===== config.mk =====
export PLATFORM = sky130hd
export DESIGN_NAME = gj_msub
export DESIGN_NICKNAME = d
export VERILOG_FILES = /design/src/hw/rtl/gj_pkg.sv /design/src/hw/rtl/gj_msub.sv
export SDC_FILE = /design/constraint.sdc
export NUM_CORES = 2
export LEC_CHECK = 0
export BUFFER_PORTS_ARGS = -buffer_cell sky130_fd_sc_hd__buf_2
export CAP_MARGIN = 15
export CORE_MARGIN = 2
export CORE_UTILIZATION = 25
export DETAILED_ROUTE_END_ITERATION = 10
export GPL_TIMING_DRIVEN = 0
export PLACE_DENSITY = 0.47
export SLEW_MARGIN = 10
export SYNTH_ARGS = -nofsm -noshare
export SYNTH_HDL_FRONTEND = slang
export SYNTH_SLANG_ARGS = --single-unit

===== constraint.sdc =====
create_clock -name clk -period 11.1 [get_ports clk]
set_clock_uncertainty 0.2 [all_clocks]
set_input_delay 0.555 -clock clk [delete_from_list [all_inputs] [get_ports clk]]
set_output_delay 0.555 -clock clk [all_outputs]
set_load 0.05 [all_outputs]

===== src/hw/rtl/gj_pkg.sv =====
// gj_pkg: shared types, constants and helpers of the gauss-jordan inverse block
// used by gj_div, gj_msub and matrix_inverse_gauss_jordan; depends on nothing
package gj_pkg;

  localparam int DATA_W  = 32;
  localparam int SIZE_W  = 4;
  localparam int THR_W   = 17;
  localparam int FRAC_W  = 16;
  localparam int CIDX_W  = 2;

  localparam logic [CIDX_W-1:0] REG_MATRIX_SIZE = 2'd0;
  localparam logic [CIDX_W-1:0] REG_THRESHOLD   = 2'd1;

  localparam logic signed [DATA_W-1:0] Q_ONE  = 32'sh0001_0000;
  localparam logic signed [DATA_W-1:0] S_MAX  = 32'sh7fff_ffff;
  localparam logic signed [DATA_W-1:0] S_MIN  = 32'sh8000_0000;

  // request to the divider: start pulse and operands
  typedef struct packed {
    logic                     start;
    logic signed [DATA_W-1:0] x;
    logic signed [DATA_W-1:0] p;
  } div_req_t;

  // magnitude of a signed word, full range fits unsigned
  function automatic logic [DATA_W-1:0] mag32(input logic signed [DATA_W-1:0] v);
    logic [DATA_W-1:0] r;
    r = v[DATA_W-1] ? (~v + 32'd1) : v;
    return r;
  endfunction

endpackage


===== src/hw/rtl/gj_msub.sv =====
// gj_msub: a - round(f * b / 2^16), registered product then saturating subtract
// depends on gj_pkg
module gj_msub (
  input  logic                             clk,
  input  logic                             en,
  input  logic signed [gj_pkg::DATA_W-1:0] f,
  input  logic signed [gj_pkg::DATA_W-1:0] a,
  input  logic signed [gj_pkg::DATA_W-1:0] b,
  output logic signed [gj_pkg::DATA_W-1:0] res
);

  logic [63:0]        prod;
  logic               neg;
  logic signed [31:0] a_q;
  logic [47:0]        qm;
  logic signed [49:0] d;

  always_ff @(posedge clk) begin
    if (en) begin
      prod <= gj_pkg::mag32(f) * gj_pkg::mag32(b);
      neg  <= f[31] ^ b[31];
      a_q  <= a;
    end
  end

  always_comb begin
    qm = 48'((prod + 64'h8000) >> gj_pkg::FRAC_W);
    if (neg) begin
      d = 50'(a_q) + $signed({2'b00, qm});
    end else begin
      d = 50'(a_q) - $signed({2'b00, qm});
    end
    if (d > 50'(gj_pkg::S_MAX)) begin
      res = gj_pkg::S_MAX;
    end else if (d < 50'(gj_pkg::S_MIN)) begin
      res = gj_pkg::S_MIN;
    end else begin
      res = d[31:0];
    end
  end

endmodule


==> flow_summary.json <==
{
  "timing_max_transition_violations_final": 0,
  "met3_wirelength_mm": 22.6,
  "finalHoldViolCount": 0,
  "synthToLayoutAreaGrowth_pct": 17.1,
  "clk_root_buffer_cell": "sky130_fd_sc_hd__clkbuf_16",
  "detailedPlacementHpwl_mm": 160,
  "crit_fanout": 10,
  "worst_slew_pin_slew_ns": 1.37,
  "yosysSeqAreaShare": 0.0592,
  "place.gp.congestion": 1.01,
  "post_cts_hold_buffer_count": 0,
  "synth-main-ff-cell": "sky130_fd_sc_hd__edfxtp_1",
  "worst_slack_ns": -0.580,
  "yosys_warnings": 0,
  "ports_placed_on_the_boundary": 130,
  "core_area_um2": 165000,
  "worst_setup_path_end_kind": "flip-flop",
  "yosys-top-cells-count": "sky130_fd_sc_hd__inv_1 (956), sky130_fd_sc_hd__fa_1 (896), sky130_fd_sc_hd__nor2_1 (678)",
  "post-route-min-period_ns": 11.68,
  "asyncSetResetFlopFracSynth": 0,
  "syn_area_per_cell_um2": 8.55,
  "status": "finished, violations left",
  "critical-path-top-cell-by-count": "sky130_fd_sc_hd__fa_1",
  "cp_class": "in -> reg",
  "grt_usage": 0.226,
  "cts_tree": "built",
  "layout.nets": 6448,
  "routed_wirelength_mm": 192,
  "tritonroute_pass_1_iters": 5,
  "timing.critical_path.from_type": "input pin",
  "place_worst_setup_slack_ns": -3.77,
  "grt_pass1_vias": 37300,
  "finalSetupViolations": 14,
  "netlist_instances": 4865,
  "req_time_crit_path_ns": 11.02,
  "fmaxAchievable_ghz": 0.0856,
  "drc_errors": 0,
  "arrival_ns": 11.60,
  "cts_buffers": 9,
  "violations": "setup timing",
  "post_route_cells_drive_above_1_share": 0.118,
  "synth-seq-cells": 82,
  "fin_hold_ws_ns": 0.143,
  "drt_first_iter_violations": 3189,
  "synth_area_leader_cell": "sky130_fd_sc_hd__fa_1",
  "chipHeight_um": 412,
  "gr-total-overflow": 0,
  "fp-row-count": 149,
  "cpPeakStageDelay_ns": 0.83,
  "detail_route.wirelength.met1_mm": 81.8,
  "critical_path.top_delay_family": "adder cells",
  "die_width_um": 412,
  "buffer_ports.inserted": 126,
  "totalNegativeSetupSlack_ns": -3.76,
  "wl_met2_mm": 79.8,
  "timing.hold.worst.class": "in -> reg",
  "clock_sink_count": 82,
  "detailroute.via_count": 36100,
  "synth_area_um2": 41600,
  "global_route_wire_length_before_repair_mm": 272,
  "routed_via_density": 4.91,
  "clkTransAtPathRegs_ns": 0.07,
  "number_of_levels_the_h_tree_was_split_into": 3,
  "grt_start_max_net_pins": 51,
  "worst_slew_margin_rel": 0.0840,
  "maximum_clock_insertion_buffer_count": 2,
  "number_of_enable_flip_flop_cells_after_synthesis": 82,
  "wl_per_cell_um": 26.1,
  "fillCellCount": 17700,
  "uppermost_layer_routed": "met5",
  "most_used_standard_cell_by_instance_count_after_synthesis": "sky130_fd_sc_hd__inv_1",
  "ys_top_cells_by_area": "sky130_fd_sc_hd__fa_1 (43%), sky130_fd_sc_hd__ha_1 (9.4%), sky130_fd_sc_hd__inv_1 (8.6%)",
  "layoutNonFillerInstCount": 7352,
  "dp_cells": 7228,
  "max-cap-violations": 0,
  "rsz0062_at_grt": "yes",
  "critPathSlowestCell": "sky130_fd_sc_hd__clkdlybuf4s15_1",
  "initial_antenna_violation_count": 34,
  "crit_buf_inv": 8,
  "period_share": 1.05,
  "synth.lib_cells_used.distinct": 85,
  "synth.net_count": 6172,
  "initial_core_utilization": 0.252,
  "design.die.area_um2": 170000,
  "antenna_left": 0,
  "yosysTopAreaCellShare": 0.431
}
==> registers in the layout (all words and copies together) (netlist names) <==
signal	count
prod	49
neg	1
a_q	32
==> per-stage QoR <==
step           utilization  instance area [µm²]
2_1_floorplan            -                41700
3_3_place_gp         0.273                45000
3_5_place_dp         0.278                46000
4_1_cts              0.291                48100
5_1_grt              0.295                48700
6_report             0.295                48700
==> cell type report <==
cell class,count,area (µm²),share of cell area
Tap cell,2189,2740,0.0562
Clock buffer,10,229,0.00470
Timing Repair Buffer,272,2200,0.0451
Antenna cell,17,42.5,0.000873
Buffer,207,1210,0.0249
Inverter,956,3600,0.0739
Multi-Input combinational cell,3613,36200,0.742
Sequential cell,82,2460,0.0505
Clock inverter,6,80.1,0.00164
==> cell families after synthesis <==
logic type      synth area share
fa+ha+maj                  0.525
buf+inv                    0.107
flops                     0.0592
xor+xnor                  0.0627
mux                      0.00379
compound gates            0.0742
simple gates               0.168
==> what timing repair did <==
item                       in CTS  in global routing
pin swaps                      70                 67
buffers inserted               74                 26
resized for setup             268                147
cloned                          0                  0
setup endpoints to repair      44                 27
==> layout by cell type (no fill, tap or decap), types with 58 or more instances in the layout <==
cell type                  synthesis  final
sky130_fd_sc_hd__nand3_1          61     61
sky130_fd_sc_hd__edfxtp_1         82     82
sky130_fd_sc_hd__nand2_1         558    546
sky130_fd_sc_hd__xor2_1          123     87
sky130_fd_sc_hd__a21oi_1         149    145
sky130_fd_sc_hd__buf_2            17    133
sky130_fd_sc_hd__ha_1            313    305
sky130_fd_sc_hd__inv_1           956    943
sky130_fd_sc_hd__buf_6             3     58
sky130_fd_sc_hd__o21ai_0         124    113
sky130_fd_sc_hd__buf_4             0     79
sky130_fd_sc_hd__nor2_1          678    669
sky130_fd_sc_hd__xnor2_1         173    132
sky130_fd_sc_hd__clkbuf_1        189    118
sky130_fd_sc_hd__fa_1            896    874
==> final timing paths <==
check             startpoint  depth (start not counted)  slack (ns)        to
hold / removal          a[2]                          1        0.14    a_q[2]
setup / recovery       b[31]                         31       -0.58  prod[61]
==> layer usage <==
layer,vias to the layer above,track usage
li1,15600,-
met1,18400,0.317
met2,1781,0.333
met3,325,0.0602
met4,18,0.0776
met5,-,0
Power is left out: the tool's default activity adds up to more than one toggle a clock period on the data nets, which glitch-free logic cannot reach.
