File: config.mk
export PLATFORM = sky130hd
export DESIGN_NAME = gj_div
export DESIGN_NICKNAME = d
export VERILOG_FILES = /design/src/hw/rtl/gj_pkg.sv /design/src/hw/rtl/gj_div.sv
export SDC_FILE = /design/constraint.sdc
export NUM_CORES = 1
export LEC_CHECK = 0
export ABC_CLOCK_PERIOD_IN_PS = 16100
export BUFFER_PORTS_ARGS = -buffer_cell sky130_fd_sc_hd__buf_4
export CORE_UTILIZATION = 60
export CTS_CLUSTER_DIAMETER = 150
export DETAILED_ROUTE_END_ITERATION = 8
export GPL_TIMING_DRIVEN = 0
export HOLD_SLACK_MARGIN = 0.12
export PLACE_DENSITY = 0.76
export SLEW_MARGIN = 20
export SYNTH_ARGS = -nofsm -noshare
export SYNTH_HDL_FRONTEND = slang
export SYNTH_SLANG_ARGS = --single-unit
File: constraint.sdc
create_clock -name clk -period 16.1 [get_ports clk]
set_clock_uncertainty 0.05 [all_clocks]
set_input_delay 2.415 -clock clk [delete_from_list [all_inputs] [get_ports clk]]
set_output_delay 2.415 -clock clk [all_outputs]
set_load 0.05 [all_outputs]
File: src/hw/rtl/gj_pkg.sv
// gj_pkg: shared types, constants and helpers of the gauss-jordan inverse block
// used by gj_div, gj_msub and matrix_inverse_gauss_jordan; depends on nothing
package gj_pkg;

  localparam int DATA_W  = 32;
  localparam int SIZE_W  = 4;
  localparam int THR_W   = 17;
  localparam int FRAC_W  = 16;
  localparam int CIDX_W  = 2;

  localparam logic [CIDX_W-1:0] REG_MATRIX_SIZE = 2'd0;
  localparam logic [CIDX_W-1:0] REG_THRESHOLD   = 2'd1;

  localparam logic signed [DATA_W-1:0] Q_ONE  = 32'sh0001_0000;
  localparam logic signed [DATA_W-1:0] S_MAX  = 32'sh7fff_ffff;
  localparam logic signed [DATA_W-1:0] S_MIN  = 32'sh8000_0000;

  // request to the divider: start pulse and operands
  typedef struct packed {
    logic                     start;
    logic signed [DATA_W-1:0] x;
    logic signed [DATA_W-1:0] p;
  } div_req_t;

  // magnitude of a signed word, full range fits unsigned
  function automatic logic [DATA_W-1:0] mag32(input logic signed [DATA_W-1:0] v);
    logic [DATA_W-1:0] r;
    r = v[DATA_W-1] ? (~v + 32'd1) : v;
    return r;
  endfunction

endpackage

File: src/hw/rtl/gj_div.sv
// gj_div: bit-serial rounded q16.16 divide (x * 2^16 + |p|/2) / |p|, saturated
// depends on gj_pkg
module gj_div (
  input  logic                            clk,
  input  logic                            rst,
  input  gj_pkg::div_req_t                req,
  output logic                            done,
  output logic signed [gj_pkg::DATA_W-1:0] q
);

  localparam int NUM_W = 49;

  logic              run;
  logic [5:0]        cnt;
  logic [NUM_W-1:0]  num;
  logic [31:0]       rem;
  logic [NUM_W-1:0]  quo;
  logic [31:0]       mp;
  logic              neg;
  logic [32:0]       rem_sh;
  logic              ge;

  assign rem_sh = {rem, num[NUM_W-1]};
  assign ge     = (rem_sh >= {1'b0, mp});

  always_ff @(posedge clk) begin
    if (rst) begin
      run  <= 1'b0;
      done <= 1'b0;
      cnt  <= '0;
    end else begin
      done <= 1'b0;
      if (req.start) begin
        run <= 1'b1;
        cnt <= '0;
      end else if (run) begin
        cnt <= cnt + 6'd1;
        if (cnt == 6'(NUM_W - 1)) begin
          run  <= 1'b0;
          done <= 1'b1;
        end
      end
    end
  end

  always_ff @(posedge clk) begin
    if (req.start) begin
      mp  <= gj_pkg::mag32(req.p);
      num <= {1'b0, gj_pkg::mag32(req.x), 16'd0} + NUM_W'(gj_pkg::mag32(req.p) >> 1);
      rem <= '0;
      quo <= '0;
      neg <= req.x[31] ^ req.p[31];
    end else if (run) begin
      rem <= ge ? 32'(rem_sh - {1'b0, mp}) : rem_sh[31:0];
      quo <= {quo[NUM_W-2:0], ge};
      num <= {num[NUM_W-2:0], 1'b0};
    end
  end

  always_comb begin
    if (neg) begin
      q = (quo > NUM_W'(49'h0_8000_0000)) ? gj_pkg::S_MIN : (32'd0 - quo[31:0]);
    end else begin
      q = (quo > NUM_W'(49'h0_7fff_ffff)) ? gj_pkg::S_MAX : quo[31:0];
    end
  end

endmodule

==> impl_metrics.csv <==
group,metric,value,unit
outcome,status,"complete, no violations",
clocking,cts-resized-gates,0,
sta,setup-tns-final,0,ns
placed_design,hpwl,23.41,mm
critical_path,crit_path_end_kind,"primary output",
critical_path,worstReg2RegEnd,"rem[12]",
logic_synthesis,syn_nets,1514,
logic_synthesis,ys.flop_type,"dfxtp_1",
sta,drv_slew,0,
final_layout,n_antenna_cell,0,
sta,tightest_slew,1.007,ns
final_layout,final_common_cell,"nor2_1",
critical_path,setup.worst_path.class,"reg -> out",
critical_path,critPathLaunchType,"register",
die,core,19530,µm²
logic_synthesis,synthesis.area,12010,µm²
logic_synthesis,ys_ff_latch,171,
routing,drt-total-wl,31.33,mm
clocking,cts_setup_buffers,0,
logic_synthesis,synth.distinct_cells,70,
routing,first_iter_violations,973,
placed_design,portBuffers,96,
final_layout,drive_gt1_share,12.10,%
clocking,cts_root_buf,"clkbuf_16",
grt,grt_max_degree,35,
routing,dr.pass1.iters,5,
logic_synthesis,synth-warning-count,0,
clocking,cts_buffer_depth,2,
sta,fmax,0.1370,GHz
clocking,cts.sinks,171,
grt,grt.overflow.total,0,
final_layout,area_growth,13.76,%
die,ioPinCount,100,
critical_path,worst-endpoint-required,13.64,ns
grt,grt_usage,31.18,%
routing,wl_per_cell,17.54,µm
die,die_h,143.5,µm
logic_synthesis,syn_area_per_cell,8.626,µm²
sta,hold_viol,0,
die,fp.dieArea,20580,µm²
placed_design,postPlaceCellArea,13080,µm²
routing,vias,11030,
final_layout,finalInstanceArea,13660,µm²
sta,final.period_utilization,45.33,%
final_layout,layout_common_cells,"162 x nor2_1, 96 x buf_4, 95 x nand2_1",
clocking,cts_max_level,4,
hold_path,hp-class,"reg -> reg",
grt,grt_pass1_vias,9935,
sta,relSlewSlack,32.01,%
logic_synthesis,seq_area_frac_synth,35.34,%
logic_synthesis,synthArstFlopShare,0,%
critical_path,worstSetupStartpoint,"quo[0]",
placed_design,place_congestion,0.9810,
power,p_leak,5.452,nW
final_layout,multiInputGateArea,7182,µm²
critical_path,r2r-start,"mp[1]",
critical_path,rrSetupSlack,11.59,ns
grt,grt_pass1_wl,50.18,mm
job,cap_violations,0,
power,powerDensity,97.15,nW/µm²
logic_synthesis,synth-edff-count,82,
clocking,cts_tree,"yes",
critical_path,r2r_cells,13,
hold_path,min_from,"quo[48]",
clocking,holdBufCountCts,0,
final_layout,ff_latch_area,4244,µm²
sta,rsz0062_at_grt,"no",
die,dieWidth,143.5,µm
sta,setup_viol,0,
power,peakVddDrop,0.07320,mV
final_layout,final_nets,1630,
hold_path,min_to,"quo[48]",
die,rows,51,
routing,vias_per_cell,6.178,
critical_path,worst_ep_arrival_time,4.83,ns
clocking,path_clk_slew,0.07,ns
routing,ant_nets,0,
clocking,cts_buffers,17,
sta,post-route-min-period,7.298,ns
critical_path,cp_max_fo,10,
die,initial_core_util,61.50,%
logic_synthesis,syn_inst,1392,
routing,drc_errors,0,
grt,antenna_found_initial,0,
clocking,insertion_delay,0.44,ns
final_layout,fillers,1621,
hold_path,hold_depth,2,
[routing by layer]
metal / global-route usage (%) / share of wire, % / wire [µm]
met5: 0 / 0 / 0
met4: 10.64 / 2.4 / 744
met3: 6.465 / 7.3 / 2288
met2: 48.49 / 44 / 13940
met1: 42.98 / 46 / 14360
[power by group]
| part | switching, mW | internal (mW) | total (mW) |
|---|---|---|---|
| Clock | 0.197 | 0.207 | 0.404 |
| Sequential | 0.0184 | 0.502 | 0.521 |
| Combinational | 0.244 | 0.158 | 0.402 |
[registers in the layout (all words and copies together) (netlist names)]
register,cells
num,49
quo,49
mp,32
rem,32
cnt,6
done,1
neg,1
run,1
[cell usage after synthesis (10+ instances only)]
master	instances	area, µm²
mux2i_1	52	520.5
xnor2_1	71	621.9
dfxtp_1	89	1782
o21ai_0	78	390.4
ha_1	53	663.1
nor3_1	33	165.2
nand4_1	21	131.4
or2_2	16	100.1
inv_1	72	270.3
or3_1	20	125.1
o21a_1	10	75.07
nand2_1	96	360.4
nor2_1	162	608.1
o41ai_1	17	148.9
nand2b_1	15	93.84
o311ai_0	23	201.4
nor4_1	29	181.4
buf_1	10	37.54
nand3_1	48	240.2
mux2_2	20	225.2
or4_1	13	97.59
o31ai_1	34	255.2
clkbuf_1	70	262.8
a311oi_1	26	227.7
a211oi_1	14	105.1
edfxtp_1	82	2462
a21o_1	29	217.7
a21oi_1	53	265.3
xor2_1	32	280.3
[worst max path at each step]
stage / end / slack, ns / cells after the start
after floorplan: q[10] / 9.20 / 12
after global placement: num[44] / 8.48 / 18
after detailed placement: num[44] / 8.48 / 18
after CTS: num[44] / 8.91 / 18
after global routing: num[44] / 8.51 / 18
final: q[2] / 8.80 / 13
[stage by stage]
stage	cells	utilization [%]	hold slack (ns)	power (mW)	setup WS, ns
2_1_floorplan	1392	-	0.4085	0.8157	9.201
3_3_place_gp	1753	66.88	0.4250	0.9171	8.481
3_5_place_dp	1754	67.00	0.4315	0.9240	8.477
4_1_cts	1786	69.96	0.4472	1.324	8.906
5_1_grt	1786	69.96	0.4681	1.392	8.514
6_report	1786	69.96	0.4434	1.327	8.802
[layout make-up]
cell class,instances,share of cell area [%]
Buffer,82,2.271
Clock buffer,17,3.114
Clock inverter,15,1.117
Inverter,73,2.006
Multi-Input combinational cell,1066,52.57
Sequential cell,171,31.07
Tap cell,265,2.427
Timing Repair Buffer,97,5.422
[critical path, cell delays in order (launching register included)]
cell and delay (ns):
dfxtp_1 0.41, inv_1 0.10, ha_1 0.19, nor3b_1 0.40, nand4_1 0.24, nor4b_1 0.56, nand3b_1 0.36, o31ai_1 0.32
nand2b_1 0.17, or2_2 0.30, clkbuf_1 0.18, clkbuf_1 0.26, o311ai_0 0.59, buf_4 0.31
[logic make-up after synthesis]
group | count (synthesis) | synth area share, %
AO/OA/AOI/OAI | 338 | 19.66
XOR/XNOR | 104 | 7.700
adder cells (fa/ha/maj) | 55 | 5.856
buffers and inverters | 155 | 4.866
flip-flops | 171 | 35.34
multiplexers | 72 | 6.210
AND/OR/NAND/NOR | 497 | 20.36
(Power assumes the default switching activity.)
